### config.mk
export PLATFORM = sky130hd
export DESIGN_NAME = pns_perm_ram
export DESIGN_NICKNAME = d
export VERILOG_FILES = /design/src/sv/pns_pkg.sv /design/src/sv/pns_perm_ram.sv
export SDC_FILE = /design/constraint.sdc
export NUM_CORES = 2
export LEC_CHECK = 0
export CELL_PAD_IN_SITES_DETAIL_PLACEMENT = 0
export CELL_PAD_IN_SITES_GLOBAL_PLACEMENT = 2
export CORE_UTILIZATION = 30
export CTS_CLUSTER_DIAMETER = 60
export DETAILED_ROUTE_END_ITERATION = 10
export DONT_BUFFER_PORTS = 1
export HOLD_SLACK_MARGIN = 0.15
export PLACE_DENSITY_LB_ADDON = 0.3
export SYNTH_ARGS = -nofsm -noshare
export SYNTH_HDL_FRONTEND = slang
export SYNTH_SLANG_ARGS = --single-unit
### constraint.sdc
create_clock -name clk -period 5.5 [get_ports clk]
set_input_delay 1.65 -clock clk [delete_from_list [all_inputs] [get_ports clk]]
set_output_delay 1.65 -clock clk [all_outputs]
set_load 0.1 [all_outputs]
### src/sv/pns_pkg.sv
`timescale 1ns / 1ps
// ----------------------------------------------------------------------------
// pns_pkg
// Shared types, constants and arithmetic helpers of the 3D gradient noise
// sample unit.
// ----------------------------------------------------------------------------
package pns_pkg;

  localparam int FRAC_BITS = 24;
  localparam int PERM_SIZE = 256;
  localparam int PERM_AW   = $clog2(PERM_SIZE);
  localparam int DIV_W     = 2 * FRAC_BITS;
  localparam int DIV_LAT   = DIV_W;
  localparam int CFG_W     = 32;
  localparam int CLAMP_W   = FRAC_BITS + 1;

  // Request kinds
  localparam logic REQ_WRITE  = 1'b0;
  localparam logic REQ_SAMPLE = 1'b1;

  // Configuration register indexes
  localparam logic [2:0] CFG_OFFSET_X = 3'd0;
  localparam logic [2:0] CFG_OFFSET_Y = 3'd1;
  localparam logic [2:0] CFG_OFFSET_Z = 3'd2;
  localparam logic [2:0] CFG_Y_STEP   = 3'd3;
  localparam logic [2:0] CFG_Y_CLAMP  = 3'd4;

  // Fixed-point constants
  localparam logic [63:0] EPS_FIX =
    ((64'd1 << FRAC_BITS) * 64'd109951 + (64'd1 << 39)) >> 40;
  localparam logic signed [25:0] ONE_FIX     = 26'sd1 <<< FRAC_BITS;
  localparam logic signed [29:0] TEN_ONE     = 30'sd10 <<< FRAC_BITS;
  localparam logic signed [29:0] FIFTEEN_ONE = 30'sd15 <<< FRAC_BITS;
  localparam logic signed [29:0] OUT_MAX     = 30'sd33554431;
  localparam logic signed [29:0] OUT_MIN     = -30'sd33554432;

  // Per-request data that travels alongside the quantization divider
  typedef struct packed {
    logic                 typ;
    logic [7:0]           pidx;
    logic [7:0]           pval;
    logic [7:0]           ci;
    logic [7:0]           cj;
    logic [7:0]           ck;
    logic [FRAC_BITS-1:0] fx;
    logic [FRAC_BITS-1:0] fh;
    logic [FRAC_BITS-1:0] fz;
  } side_t;

  // Dot product of a corner offset with one of the 16 gradient directions
  function automatic logic signed [26:0] dot_grad(input logic [3:0] hv,
                                                  input logic signed [25:0] x,
                                                  input logic signed [25:0] y,
                                                  input logic signed [25:0] z);
    logic signed [26:0] sx;
    logic signed [26:0] sy;
    logic signed [26:0] sz;
    logic signed [26:0] r;
    sx = 27'(x);
    sy = 27'(y);
    sz = 27'(z);
    unique case (hv)
      4'd0:    r = sx + sy;
      4'd1:    r = sy - sx;
      4'd2:    r = sx - sy;
      4'd3:    r = -sx - sy;
      4'd4:    r = sx + sz;
      4'd5:    r = sz - sx;
      4'd6:    r = sx - sz;
      4'd7:    r = -sx - sz;
      4'd8:    r = sy + sz;
      4'd9:    r = sz - sy;
      4'd10:   r = sy - sz;
      4'd11:   r = -sy - sz;
      4'd12:   r = sx + sy;
      4'd13:   r = sz - sy;
      4'd14:   r = sy - sx;
      default: r = -sy - sz;
    endcase
    return r;
  endfunction

  // a + floor(w * (b - a))
  function automatic logic signed [29:0] lerp_fix(input logic signed [25:0] w,
                                                  input logic signed [29:0] a,
                                                  input logic signed [29:0] b);
    logic signed [30:0] diff;
    logic signed [56:0] prod;
    diff = 31'(b) - 31'(a);
    prod = 57'(w) * 57'(diff);
    return a + 30'(prod >>> FRAC_BITS);
  endfunction

endpackage

### src/sv/pns_perm_ram.sv
`timescale 1ns / 1ps
// ----------------------------------------------------------------------------
// pns_perm_ram
// One copy of the permutation table: one write port, two registered reads.
// ----------------------------------------------------------------------------
module pns_perm_ram import pns_pkg::*; (
  input  logic               clk,
  input  logic               en,
  input  logic               we,
  input  logic [PERM_AW-1:0] waddr,
  input  logic [7:0]         wdata,
  input  logic [PERM_AW-1:0] raddr0,
  input  logic [PERM_AW-1:0] raddr1,
  output logic [7:0]         rdata0,
  output logic [7:0]         rdata1
);

  logic [7:0] mem [PERM_SIZE];

  // Store one entry
  always_ff @(posedge clk) begin
    if (we) begin
      mem[waddr] <= wdata;
    end
  end

  // Read both ports, hold on stall
  always_ff @(posedge clk) begin
    if (en) begin
      rdata0 <= mem[raddr0];
      rdata1 <= mem[raddr1];
    end
  end

endmodule

==> Word-level counts from Yosys, hierarchy flattened <==
Memory sizes are Yosys's and may differ from the RTL's. A register that Yosys moved wholly into a read port is not among the register bits.
Cells that the tools add are included.
{ "word_totals": {"reg_bits": 0, "mem_bits_rw": 2048, "inputBits": 35, "wordCells": 3, "mem_count": 1} }
{ "mem_list": {"columns": ["name", "words", "width", "rd", "rd_clocked_by_memory_dff", "wr", "line_no", "rtl"], "rows": [
  ["mem", 256, 8, 2, 2, 1, "pns_perm_ram.sv:18", "logic [7:0] mem [PERM_SIZE];"]
]} }
{ "classes": {"muxes": 2} }
{ "op_table": {"columns": ["cell", "n"], "rows": [
  ["$mux W1", 2]
]} }

==> Longest topological paths before layout <==
{ "depth": {"ltp_word": 2, "ltp_mapped": 12} }

==> Worst setup path before layout <==
No wires, ideal clock.
{ "synth_timing": {"path_kind": "input port to flip-flop", "start": "input raddr1[0]", "end": "register rdata1[0] (read register of mem), data pin", "setup_time_ps": 277, "arrival_ps": 3551, "required_time_ps": 5223, "slack_ps": 1672, "path_stages": 9, "path_cell_list": "buf_4 -> buf_6 -> buf_2 -> mux4_2 -> mux4_2 -> nand2_1 -> a21oi_1 -> a21oi_1 -> a221oi_2"} }
{ "synth_rtl": {"columns": ["element", "line_no", "rtl"], "rows": [
  ["start: declaration", "pns_perm_ram.sv:13", "input logic [PERM_AW-1:0] raddr1,"],
  ["end: declaration", "pns_perm_ram.sv:15", "output logic [7:0] rdata1"]
]} }

==> flow_summary.json <==
{
  "status": "finished, violations left",
  "violations": "slew limit",
  "clk_pin_slew_ns": 0.06,
  "syn_inst": 4847,
  "layout.nets": 5099,
  "period_needed_ns": 5.37,
  "max_cap_viol_count": 0,
  "insertion_delay_ns": 0.92,
  "ys_seq_elements": 2064,
  "ant_nets": 0,
  "yosys.area_share.adder": 0,
  "fp-row-count": 208,
  "drt-total-wl_mm": 340,
  "min_path_type": "primary input to register",
  "fp.dieW_um": 571,
  "cts_resized": 0,
  "synthTopCellsByCount": "2064 x edfxtp_1, 1051 x mux4_2, 298 x nor2_1, 236 x mux2i_1, 137 x clkbuf_1",
  "dp_hpwl_mm": 201,
  "holdWs_ns": 0.858,
  "place_congestion": 0.817,
  "fin_util": 0.344,
  "yosysSeqAreaShare": 0.638,
  "synth_nets": 4882,
  "ir_drop_mv": 0.258,
  "synthMuxAreaShare": 0.272,
  "worstSetupPathType": "primary input to register",
  "slew_violations": 105,
  "synthArstFlopShare": 0,
  "drt-pass1-iter-count": 6,
  "slew-limit-headroom": -0.185,
  "grt_pass1_vias": 55441,
  "cts_hold_buffers": 0,
  "grt_max_degree": 534,
  "crit_path_start_kind": "primary input",
  "power.total_mw": 35.7,
  "via_per_inst": 5.65,
  "grtUsageTotal": 0.206,
  "fill_cells": 30266,
  "synth_area_leaders": "edfxtp_1 64%, mux4_2 24%, mux2i_1 2.4%",
  "vias": 54055,
  "power_density_nw_per_um2": 323,
  "synth_top_cell_by_area": "edfxtp_1",
  "yosys_warnings": 0,
  "wl_per_cell_um": 35.5,
  "synth.most_common_cell": "edfxtp_1",
  "fmax_mhz": 186,
  "grt_antenna_before_repair": 17,
  "synthFlopType": "edfxtp_1",
  "dieArea_um2": 326000,
  "start_util": 0.302,
  "fp.dieH_um": 571,
  "netlist.area_leader.share": 0.638,
  "num_io_pins": 51,
  "drtIter0Drc": 6562,
  "cts_root_buffer": "clkbuf_16",
  "synth_area_um2": 97100,
  "yosysUniqueCellTypes": 64,
  "core-area_um2": 322000,
  "clock_skew_ns": 0.0679,
  "cts_sinks": 2064,
  "arrival_ns": 6.04,
  "cts_tree": "built",
  "worstPathRequired_ns": 6.17,
  "synth_area_per_cell_um2": 20.0,
  "setup_viol": 0,
  "synth_edf_count": 2064,
  "grt-ovfl-total": 0,
  "cts.htree.levels": 4,
  "clockBufferDepth": 4,
  "fin_crit_sh": 0.976,
  "synth_top_family_by_area": "multiplexers",
  "synth-simple-area-share": 0.0269,
  "setup_slack_ns": 0.131,
  "syn_to_final_growth_pct": 13.9,
  "numPlacedInstances": 9123,
  "drive_gt1_frac": 0.348,
  "synth-xor-area-share": 0,
  "worst-path-max-fanout": 196,
  "synth_compound_area_frac": 0.0353,
  "hold_viol": 0,
  "place_worst_setup_slack_ns": -0.427,
  "endpoint_kind": "register",
  "grt_first_pass_wirelength_mm": 468,
  "cts_setup_buffers": 0,
  "numCtsBuffers": 236,
  "power.leakage_nw": 34.1,
  "io_buffers": 0,
  "worst_pin_slew_ns": 1.78,
  "final_cells": 9566,
  "rsz0062_at_grt": "false",
  "drc": 0
}
[stage by stage]
stage	cell area (um^2)	TNS (ns)
3_5_place_dp	103000	-1.94
4_1_cts	110000	0
2_1_floorplan	97100	0
6_report	111000	0
3_3_place_gp	103000	-1.81
5_1_grt	111000	0
[layout make-up]
class                           count  area [um^2]  area share
Clock inverter                    146         1410      0.0128
Clock buffer                      283         6100      0.0552
Tap cell                         4305         5390      0.0487
Timing Repair Buffer              374         3110      0.0281
Inverter                            6         26.3    0.000238
Sequential cell                  2064        62000       0.560
Antenna cell                        6         15.0    0.000136
Multi-Input combinational cell   2382        32600       0.294
[cell families (layout without fill, tap and decap cells)]
kind of cell	Yosys count	in the layout
mux	1325	1325
simple gates	591	591
other cells	0	6
flops	2064	2064
compound gates	466	466
buf+inv	401	809
[registers in the layout (all words and copies together), names as in the netlist]
register,cells
mem,2048
rdata1,8
rdata0,8
[worst paths after layout]
check | from | end | slack [ns] | depth (start not counted)
worst max register to register | mem[4][0]$_DFFE_PP_ | rdata0[0]$_DFFE_PP_ | 2.29 | 6
worst min-delay path | wdata[0] | mem[196][0]$_DFFE_PP_ | 0.86 | 0
worst max-delay path | raddr0[1] | rdata0[6]$_DFFE_PP_ | 0.13 | 12
worst min register to register | mem[183][5]$_DFFE_PP_ | rdata1[5]$_DFFE_PP_ | 1.04 | 5
[worst max-delay path, cell delays in order]
cell,delay [ns]
buf_16,0.67
buf_16,0.75
nand2b_2,0.62
buf_4,0.36
o221ai_1,0.26
o22ai_1,0.24
nor3_1,0.07
buf_4,0.20
o22ai_1,0.21
buf_4,0.21
nor3_1,0.08
buf_4,0.21
[metal layers]
layer	routed length, um	GRT usage	part of all wire	up-vias
met5	33	0	0.000097	-
met1	140000	0.279	0.41	29837
met2	161000	0.332	0.47	2242
met3	26300	0.0420	0.077	447
li1	-	-	-	21523
met4	12100	0.0689	0.036	6
[layout by cell type, fill, tap and decap left out, types with 7 or more instances in the layout]
cell type      n
nand3_1       46
a22oi_1       62
nand2b_1      10
o21ai_0       34
nor2_1       297
clkinv_1      53
a221oi_1      32
a2bb2oi_1      9
mux2_2        38
nand4_1       13
o221ai_1      65
clkinv_2      39
o22ai_1       48
nor2b_1       25
nor3b_1        7
nor3_1        21
o211ai_1      13
mux4_2      1051
clkbuf_1      46
and2_1        12
nand2_1      113
a221o_1       10
clkinvlp_4    17
clkbuf_16    237
a22o_1        22
a21oi_1       78
mux2i_1      236
o31ai_1       11
edfxtp_1    2064
buf_4        357
a211oi_1      28
bufinv_16     23
buf_16        12
[power by group]
part           internal, mW  switching [mW]  leakage, nW  total, mW
Clock                  8.98            6.71         3.64       15.7
Sequential             17.4          0.0824         18.6       17.5
Combinational          1.13            1.41         11.9       2.54
Total                  27.5            8.20         34.1       35.7
No activity file was read; power rests on OpenSTA's default activity.
